[src/rtl/rlf_pkg.sv]
`timescale 1ns / 1ps
// Shared types, constants and a helper function of the reachability label filter.
// Used by rlf_cmp and reachability_label_filter_unit; depends on nothing else.
package rlf_pkg;

  localparam int NODE_COUNT  = 4096;
  localparam int LABEL_WORDS = 5;

  localparam int NODE_W      = $clog2(NODE_COUNT);
  localparam int LVL_W       = 13;
  localparam int WORD_W      = 32;
  localparam int FLAG_W      = 2;
  localparam int HASH_W      = 8;
  localparam int LBL_ADDR_W  = $clog2(NODE_COUNT * LABEL_WORDS);
  localparam int LW_IDX_W    = (LABEL_WORDS > 1) ? $clog2(LABEL_WORDS) : 1;
  localparam int STEP_W      = $clog2(2 * LABEL_WORDS + 1);
  localparam int CMP_W       = WORD_W + 1;

  localparam logic [STEP_W-1:0] STEP_LAST = STEP_W'(2 * LABEL_WORDS);

  localparam logic CMD_WRITE = 1'b0;
  localparam logic CMD_QUERY = 1'b1;

  localparam int FLAG_SOURCE = 0;
  localparam int FLAG_SINK   = 1;

  localparam logic [3:0] FLD_DOWN      = 4'd0;
  localparam logic [3:0] FLD_UP        = 4'd1;
  localparam logic [3:0] FLD_MAX_OUT   = 4'd2;
  localparam logic [3:0] FLD_IVL_START = 4'd3;
  localparam logic [3:0] FLD_IVL_END   = 4'd4;
  localparam logic [3:0] FLD_FLAGS     = 4'd5;
  localparam logic [3:0] FLD_OUT0      = 4'd6;
  localparam logic [3:0] FLD_IN0       = 4'd11;

  typedef enum logic [1:0] {
    V_UNREACH   = 2'd0,
    V_REACH     = 2'd1,
    V_UNDECIDED = 2'd2
  } verdict_t;

  typedef enum logic [2:0] {
    ST_IDLE,
    ST_RD_A,
    ST_RD_B,
    ST_CMP,
    ST_LBL,
    ST_DONE
  } state_t;

  typedef enum logic [2:0] {
    CS_DOWN,
    CS_UP,
    CS_MAX_OUT,
    CS_END,
    CS_START
  } cmp_step_t;

  typedef struct packed {
    logic              command;
    logic [11:0]       node_a;
    logic [11:0]       node_b;
    logic [3:0]        record_field;
    logic [WORD_W-1:0] write_value;
  } in_word_t;

  typedef struct packed {
    verdict_t          verdict;
    logic [WORD_W-1:0] filtered_total;
  } out_word_t;

  typedef struct packed {
    logic [LVL_W-1:0]  down;
    logic [LVL_W-1:0]  up;
    logic [WORD_W-1:0] max_out;
    logic [LVL_W-1:0]  ivl_start;
    logic [LVL_W-1:0]  ivl_end;
    logic [FLAG_W-1:0] flags;
  } record_t;

  // Label word picked by a hash: bits 7:5 reduced modulo the label length.
  function automatic logic [LW_IDX_W-1:0] hash_word(input logic [HASH_W-1:0] h);
    logic [3:0] r;
    r = {1'b0, h[7:5]};
    for (int i = 0; i < 7; i++) begin
      if (r >= 4'(LABEL_WORDS)) begin
        r = r - 4'(LABEL_WORDS);
      end
    end
    return LW_IDX_W'(r);
  endfunction

endpackage

[src/rtl/rlf_cmp.sv]
`timescale 1ns / 1ps
// Shared compare unit: picks the operands of one record test and does a signed compare.
// Depends on rlf_pkg.
module rlf_cmp (
  input  rlf_pkg::cmp_step_t step,
  input  rlf_pkg::record_t   a_rec,
  input  rlf_pkg::record_t   b_rec,
  output logic               hit
);

  logic [rlf_pkg::CMP_W-1:0] x;
  logic [rlf_pkg::CMP_W-1:0] y;
  logic                      inv;
  logic                      lt;

  always_comb begin
    x   = '0;
    y   = '0;
    inv = 1'b0;
    case (step)
      rlf_pkg::CS_DOWN: begin
        x   = rlf_pkg::CMP_W'(a_rec.down);
        y   = rlf_pkg::CMP_W'(b_rec.down);
        inv = 1'b1;
      end
      rlf_pkg::CS_UP: begin
        x   = rlf_pkg::CMP_W'(b_rec.up);
        y   = rlf_pkg::CMP_W'(a_rec.up);
        inv = 1'b1;
      end
      rlf_pkg::CS_MAX_OUT: begin
        x = {a_rec.max_out[rlf_pkg::WORD_W-1], a_rec.max_out};
        y = {b_rec.max_out[rlf_pkg::WORD_W-1], b_rec.max_out};
      end
      rlf_pkg::CS_END: begin
        x = rlf_pkg::CMP_W'(a_rec.ivl_end);
        y = rlf_pkg::CMP_W'(b_rec.ivl_end);
      end
      rlf_pkg::CS_START: begin
        x   = rlf_pkg::CMP_W'(b_rec.ivl_start);
        y   = rlf_pkg::CMP_W'(a_rec.ivl_start);
        inv = 1'b1;
      end
      default: begin
        x   = '0;
        y   = '0;
        inv = 1'b0;
      end
    endcase
  end

  assign lt  = $signed(x) < $signed(y);
  assign hit = lt ^ inv;

endmodule

[config.mk]
export PLATFORM = sky130hd
export DESIGN_NAME = rlf_cmp
export DESIGN_NICKNAME = d
export VERILOG_FILES = /design/src/rtl/rlf_pkg.sv /design/src/rtl/rlf_cmp.sv
export SDC_FILE = /design/constraint.sdc
export NUM_CORES = 1
export LEC_CHECK = 0
export BUFFER_PORTS_ARGS = -buffer_cell sky130_fd_sc_hd__buf_2
export CAP_MARGIN = 20
export CORE_AREA = 2 2 77 65
export DETAILED_ROUTE_END_ITERATION = 12
export DIE_AREA = 0 0 79 67
export PLACE_DENSITY = 0.87
export SETUP_SLACK_MARGIN = 0.2
export SLEW_MARGIN = 20
export SYNTH_ARGS = -nofsm -noshare
export SYNTH_HDL_FRONTEND = slang
export SYNTH_SLANG_ARGS = --single-unit
[constraint.sdc]
create_clock -name vclk -period 6.9
set_input_delay 0.345 -clock vclk [all_inputs]
set_output_delay 0.345 -clock vclk [all_outputs]
set_load 0.005 [all_outputs]
# Word level (Yosys, flattened, before mapping)
# Index checks and enable logic that the tools add are counted.
# totals
ff_bits	0
inputBits	175
out_inout_bits	1
elab_cells	11
# classes
magnitude_cmp	1
n_eq_ne	4
muxes	3
bitwise_logic	1
n_reduce_logical	2
# op_table
operator	count
33-bit case mux with 5 select lines	2
33-bit less-than comparator	1
3-bit by 2-bit equality test with 1-bit output (second input constant)	2
3-bit by 1-bit equality test with 1-bit output (second input constant)	1
3-bit equality test (second input constant)	1
3-bit zero test	1
3-bit OR reduction	1
1-bit 2-to-1 mux	1
1-bit bitwise XOR	1

# Depth between registers and ports, before layout
# Gate-level depths: netlist (run 1).
# depth
depth_word	4
mapped_depth	13
ltp_nobuf	11

# Worst setup path before layout (run 1)
# OpenSTA, ideal clock, no wires.
# synth_timing
path_type	in2out
start	input step[1]
end	output hit
t_arrival_ns	2.626
t_required_ns	6.555
setup_slack_ns	3.929
path_stages	12
path_buffers	3
path_cell_list	buf_2 nor3b_4 clkbuf_1 and2_1 ha_1 buf_6 a21oi_1 nand3_1 nor2_1 nor4bb_1 mux2i_1 nand4_1
# synth_between
elab_chain_cells	4
elab_cells_between_ends	11
cone_classes	order compare: 1; eq/ne: 4; mux: 3; bitwise: 1; reduce/logical: 2
# synth_rtl
item	line_no	rtl
start, declared	rlf_cmp.sv:5	input rlf_pkg::cmp_step_t step,
3-bit equality test (tied with other cells)	rlf_cmp.sv:20	case (step)
33-bit case mux with 5 select lines or 3-bit OR reduction (tied branches)	n/a	
33-bit less-than comparator or 1-bit 2-to-1 mux (tied branches)	rlf_cmp.sv:52, rlf_cmp.sv:20	
1-bit bitwise XOR *	rlf_cmp.sv:53	assign hit = lt ^ inv;
end, declared	rlf_cmp.sv:8	output logic hit
# Every way passes the cells marked *; elsewhere a longest branch is shown, timed or not.

# Worst setup path after layout (run 1)
# Same ends and word-level chain as after synthesis.

==> out/qor.yml, run 1 <==
critical_path:
  crit_path_cell_trace: "buf_2 -> nor3b_4 -> buf_4 -> and2_1 -> ha_1 -> a21oi_1 -> nand3_1 -> nor2_1 -> nor4bb_1 -> mux2i_1 -> nand4_1 -> buf_2"
  worst_setup_path_end_kind: "output port"
  cp_common_cell: "buf_2"
  path_class: "input pin to output port"
  crit_slowest_cell: "nor3b_4"
  crit_path_max_fanout: 46
  cp_data_required_time_ns: 6.55
  slowest_delay_ns: 0.72
  start_kind: "input pin"
  arrival_ns: 4.11
  critPathTopFamily: "simple AND/OR/NAND/NOR gates"
  critPathBufInv: 3
sta:
  max_freq_mhz: 224.6
  hold_viol: 0
  finalWorstSetupSlack_ns: 2.448
  setup_viol: 0
  slew_headroom: 0.4302
  post-route-period-util: 0.6452
  rsz0062_at_grt: "false"
  worst_pin_slew_ns: 0.8547
  period_minus_slack_ns: 4.452
  finalSetupTns_ns: 0
  maxSlewViolCount: 0
cells_and_area:
  final_common_cell: "buf_2"
  syn_to_final_growth_pct: 49.05
  drive_gt1_frac: 0.4366
  fillers: 437
  num_antenna_cells: 0
  multi_input_area_um2: 1703
  final_area_um2: 2661
  seq_cell_count: 0
  finalNetCount: 618
  nClkBuffers: 0
  final_cell_mix: "buf_2 (172), nand2_1 (49), ha_1 (31)"
  seq_area_um2: 0
min_path:
  min_delay_path_depth: 7
  min_path_type: "input pin to output port"
  hold_path_end: "hit"
  min_from: "b_rec[52]"
floorplan:
  placementRows: 22
  start_util: 0.4004
  io_pins: 176
  core_area_um2: 4459
  die_h_um: 67
  dieArea_um2: 5293
  die_w_um: 79
synth:
  syn-num-nets: 458
  ys_warn_count: 0
  synth_area_per_cell_um2: 7.085
  ys_seq_area_frac: 0
  synthCells: 252
  synth.distinct_cells: 32
  synth_area_um2: 1785
global_route:
  grt_pass1_vias: 2434
  grt_pass1_wl_um: 10210
  antenna_found_initial: 0
  grt_max_degree: 47
  grtUsageTotal: 0.2355
  overflow: 0
routing:
  drtIter0Drc: 102
  drc_errors: 0
  viasPerCell: 5.402
  final_antenna_net_count: 0
  wl_um: 6626
  wire_per_inst_um: 14.10
  drt_pass1_iterations: 4
  via_count: 2539
outcome:
  status: "finished, final reports clean"
placement:
  place_congestion: 0.7720
  io_buffers: 172
  dpl_cell_area_um2: 2661
  dp_hpwl_um: 5612
  place_ws_ns: 2.476
run:
  maxCapViolCount: 0
pwr:
  ir_drop_uv: 30.73
  p_per_area_nw_per_um2: 58.68
  power_w: 0.0001562
  leakagePower_nw: 1.415
clock_tree:
  cts_resized: 0
  cts_setup_buffers: 0
  hold_buffers: 0
cell usage after synthesis:
master / n / share of area
a211oi_1: 1 / 0.0042
a21bo_1: 1 / 0.0056
a21o_1: 2 / 0.0084
a21oi_1: 16 / 0.045
a221o_1: 13 / 0.073
a221oi_1: 12 / 0.059
a31oi_1: 1 / 0.0035
and2_1: 19 / 0.067
and4_1: 1 / 0.0049
buf_2: 7 / 0.020
buf_6: 2 / 0.013
clkbuf_1: 8 / 0.017
ha_1: 31 / 0.22
mux2i_1: 25 / 0.14
nand2_1: 49 / 0.10
nand2b_1: 1 / 0.0035
nand3_1: 7 / 0.020
nand4_1: 7 / 0.025
nand4b_1: 1 / 0.0049
nor2_1: 6 / 0.013
nor2b_1: 1 / 0.0035
nor3_1: 2 / 0.0056
nor3b_2: 1 / 0.0070
nor3b_4: 1 / 0.011
nor4_1: 1 / 0.0035
nor4bb_1: 1 / 0.0056
o211ai_2: 1 / 0.0070
o21ai_0: 28 / 0.078
or4b_1: 1 / 0.0056
or4bb_1: 3 / 0.019
xnor2_1: 1 / 0.0049
xor2_1: 1 / 0.0049
kinds of logic (layout without fill, tap and decap cells):
family                   Yosys count  count (layout)  synth area share
AND/OR/NAND/NOR                  102             102            0.2999
AO/OA/AOI/OAI                     75              75            0.2838
adder cells (fa/ha/maj)           31              31            0.2172
multiplexers                      25              25            0.1402
buffers and inverters             17             175           0.04905
XOR/XNOR                           2               2          0.009813
tightest hold or removal path, stage by stage:
cell,delay [ns]
buf_2,0.10
nand2_1,0.05
ha_1,0.13
nor4bb_1,0.06
nand4_1,0.08
nand4_1,0.06
buf_2,0.13
layout make-up:
class              instances  area share
multi-input cells        235      0.6399
repair buffers           175      0.3319
well taps                 60     0.02821
worst max path at each step:
stage | from | end | slack (ns) | depth (start not counted)
floorplan | step[1] | hit | 3.93 | 12
global placement | step[1] | hit | 2.62 | 12
detailed placement | step[1] | hit | 2.48 | 12
CTS | step[1] | hit | 2.46 | 12
global route | step[1] | hit | 2.11 | 12
finish | step[1] | hit | 2.45 | 12
routing by layer:
layer,share of wire,vias up,global-route usage
li1,-,1286,-
met1,0.40,1136,0.2640
met2,0.53,107,0.4905
met3,0.060,10,0.01626
met4,0.015,0,0.03448
met5,0,-,0
per-stage QoR:
| step | hold WS [ns] | cells | utilization |
|---|---|---|---|
| floorplan | 1.069 | 252 | - |
| global placement | 1.312 | 470 | 0.5968 |
| detailed placement | 1.310 | 470 | 0.5968 |
| CTS | 1.311 | 470 | 0.5968 |
| global route | 1.380 | 470 | 0.5968 |
| finish | 1.304 | 470 | 0.5968 |
where the power goes:
group | switching (W) | leakage [nW] | internal (W)
Combinational | 0.0000736 | 1.41 | 0.0000825
Clock | 0 | 0 | 0
Sequential | 0 | 0 | 0
Total | 0.0000736 | 1.41 | 0.0000825
(Power assumes the default switching activity.)
==> run 2, diff against run 1 <==
--- a/config.mk
+++ b/config.mk
@@ -5,12 +5,13 @@
 export SDC_FILE = /design/constraint.sdc
 export NUM_CORES = 1
 export LEC_CHECK = 0
+export ABC_AREA = 1
 export BUFFER_PORTS_ARGS = -buffer_cell sky130_fd_sc_hd__buf_2
 export CAP_MARGIN = 20
-export CORE_AREA = 2 2 77 65
+export CORE_AREA = 2 2 85 70
 export DETAILED_ROUTE_END_ITERATION = 12
-export DIE_AREA = 0 0 79 67
-export PLACE_DENSITY = 0.87
+export DIE_AREA = 0 0 87 72
+export PLACE_DENSITY = 0.8
 export SETUP_SLACK_MARGIN = 0.2
 export SLEW_MARGIN = 20
 export SYNTH_ARGS = -nofsm -noshare
==> constraint.sdc (replaced) <==
create_clock -name vclk -period 3.7
set_input_delay 0.185 -clock vclk [all_inputs]
set_output_delay 0.185 -clock vclk [all_outputs]
set_load 0.005 [all_outputs]
==> run 2 against run 1 <==
Compared with the run above: synthesized cell count up 37%; non-clock buffer count up 1; combinational power grew 88%; cell area increased by 4.7%; utilization is 7.9 points lower; routed wire length rose by 4.0%; die area grew 18%; flip-flop and latch count unchanged; count of clock-buffer cells in the layout is the same; area after synthesis is 6.0% higher; first-iteration DRC count grew 45%; total power increased by 88%; critical endpoint unchanged; largest power group unchanged; highest routed layer unchanged.
==> out/qor.yml, run 2 <==
sta:
  slew_headroom: 0.4283
  finalWorstSetupSlack_ns: 0.8003
  max_freq_mhz: 344.9
  finalSetupTns_ns: 0
  maxSlewViolCount: 0
  period_minus_slack_ns: 2.900
  post-route-period-util: 0.7837
  worst_pin_slew_ns: 0.8566
  rsz0062_at_grt: "false"
  setup_viol: 0
  hold_viol: 0
min_path:
  min_from: "b_rec[15]"
  min_delay_path_depth: 9
  min_path_type: "input pin to output port"
  hold_path_end: "hit"
cells_and_area:
  drive_gt1_frac: 0.3730
  fillers: 586
  final_cell_mix: "buf_2 (172), nand2_1 (111), inv_1 (44)"
  final_common_cell: "buf_2"
  nClkBuffers: 0
  post-route-util: 0.5182
  final_area_um2: 2785
  multi_input_area_um2: 1629
  seq_cell_count: 0
  num_antenna_cells: 0
  syn_to_final_growth_pct: 47.22
  fin_cells: 569
  seq_area_um2: 0
  finalNetCount: 712
clock_tree:
  hold_buffers: 0
  cts_resized: 0
  cts_setup_buffers: 0
synth:
  synth_area_um2: 1892
  ys_warn_count: 0
  ys_seq_area_frac: 0
  synthCells: 344
  synth.distinct_cells: 26
  yosysMostFrequentCell: "nand2_1"
  syn-num-nets: 550
  yosys.area_share.simple: 0.4087
  synth_top_family_by_area: "simple AND/OR/NAND/NOR gates"
  synth_area_per_cell_um2: 5.499
  synthTopCellsByArea: "nand2_1 (22%), ha_1 (21%), inv_1 (8.7%)"
  muxShareOfSynthArea: 0
  synth_common_cells: "nand2_1 (111), inv_1 (44), nor2_1 (34)"
  synth_top_area_cell: "nand2_1"
  synth_top_cell_area_share: 0.2202
  synth_compound_area_frac: 0.2401
  synthAdderAreaFrac: 0.2050
  synth_xor_area_frac: 0.004630
global_route:
  use_met1: 0.2748
  antenna_found_initial: 0
  overflow: 0
  grt_use_met2: 0.3868
  grt_max_degree: 40
  grt_pass1_vias: 2699
  grt_pass1_wl_um: 11180
  grt.busiest_layer: "met2"
  grt_use_met3: 0.009101
  grtUsageTotal: 0.2093
placement:
  io_buffers: 172
  dp_hpwl_um: 5884
  place_congestion: 0.8881
  dpl_cell_area_um2: 2785
  place_ws_ns: 0.7903
  place_inst: 569
critical_path:
  worst_setup_path_end_kind: "output port"
  crit_path_cell_trace: "buf_2 -> inv_2 -> nand2_2 -> nor2_2 -> nand2_1 -> o211ai_1 -> a221oi_1 -> ha_1 -> nand2_1 -> inv_1 -> nand3_1 -> nor2_1 -> nand2_1 -> nor2_1 -> nand2_1 -> nand3_1 -> nand2_1 -> nand2_1 -> buf_2"
  slowest_delay_ns: 0.66
  crit_slowest_cell: "nor2_2"
  crit_path_max_fanout: 21
  arrival_ns: 2.71
  path_class: "input pin to output port"
  cp_data_required_time_ns: 3.51
  start_kind: "input pin"
  cp_common_cell: "nand2_1"
floorplan:
  dieArea_um2: 6264
  die_w_um: 87
  start_util: 0.3520
  die_h_um: 72
  io_pins: 176
  placementRows: 24
  core_area_um2: 5375
pwr:
  pwr-share-clk: 0
  leakagePower_nw: 1.708
  p_per_area_nw_per_um2: 105.3
  p_comb_frac: 1.000
  p_sw_frac: 0.5011
  ir_drop_uv: 56.12
  p_sw_w: 0.0001470
  internal_power_w: 0.0001464
  power_frac_seq: 0
run:
  maxCapViolCount: 0
routing:
  drtIter0Drc: 148
  wire_per_inst_um: 12.11
  wl_um: 6890
  drt_pass1_iterations: 4
  viasPerCell: 5.000
  drc_errors: 0
  via_count: 2845
  final_antenna_net_count: 0
outcome:
  status: "finished, final reports clean"
==> run 2: changes by cell type after synthesis, moves of 11 or more <==
cell	before	now
a22o_1	0	11
and2_1	19	1
nor2_1	6	34
mux2i_1	25	0
inv_1	0	44
nand2_1	49	111
o21ai_0	28	6
nand3_1	7	28
==> run 2: worst max-delay path: cells and delay by family <==
family / cells / cell delay (ns)
and+or+nand+nor: 12 / 1.54
buffers and inverters: 4 / 0.43
adders and majority gates: 1 / 0.32
AOI/OAI and AO/OA: 2 / 0.26
==> run 2: worst max path at each step <==
stage / from / endpoint / slack, ns
2_1_floorplan: step[0] / hit / 1.47
6_report: step[0] / hit / 0.80
4_1_cts: step[0] / hit / 0.78
3_5_place_dp: step[0] / hit / 0.79
5_1_grt: step[0] / hit / 0.47
3_3_place_gp: step[0] / hit / 0.85
==> run 2: metal layers <==
layer / vias up / share of wire
met4: 0 / 0.0096
met2: 134 / 0.48
met1: 1225 / 0.44
met5: - / 0
li1: 1476 / -
met3: 10 / 0.074
==> run 2: cell families after synthesis <==
| family | after synthesis |
|---|---|
| and+or+nand+nor | 187 |
| buffers and inverters | 65 |
| AOI/OAI and AO/OA | 60 |
| adders and majority gates | 31 |
| xor gates and xnor gates | 1 |
==> run 2: final cells by class <==
cell class	count	area share
Timing Repair Buffer	176	0.3199
Inverter	49	0.06604
Multi-Input combinational cell	279	0.5849
Tap cell	65	0.02920
==> run 2: per-stage QoR <==
step,power (W),hold slack [ns]
2_1_floorplan,0.0001643,0.7443
3_3_place_gp,0.0002870,1.026
3_5_place_dp,0.0002944,1.035
4_1_cts,0.0002959,1.036
5_1_grt,0.0003338,1.090
6_report,0.0002934,1.020
==> run 2: power groups by stage <==
| stage | logic (W) | registers (W) | clock network (W) |
|---|---|---|---|
| 5_1_grt | 0.000334 | 0 | 0 |
| 6_report | 0.000293 | 0 | 0 |
| 3_5_place_dp | 0.000294 | 0 | 0 |
| 4_1_cts | 0.000296 | 0 | 0 |
| 3_3_place_gp | 0.000287 | 0 | 0 |
| 2_1_floorplan | 0.000164 | 0 | 0 |
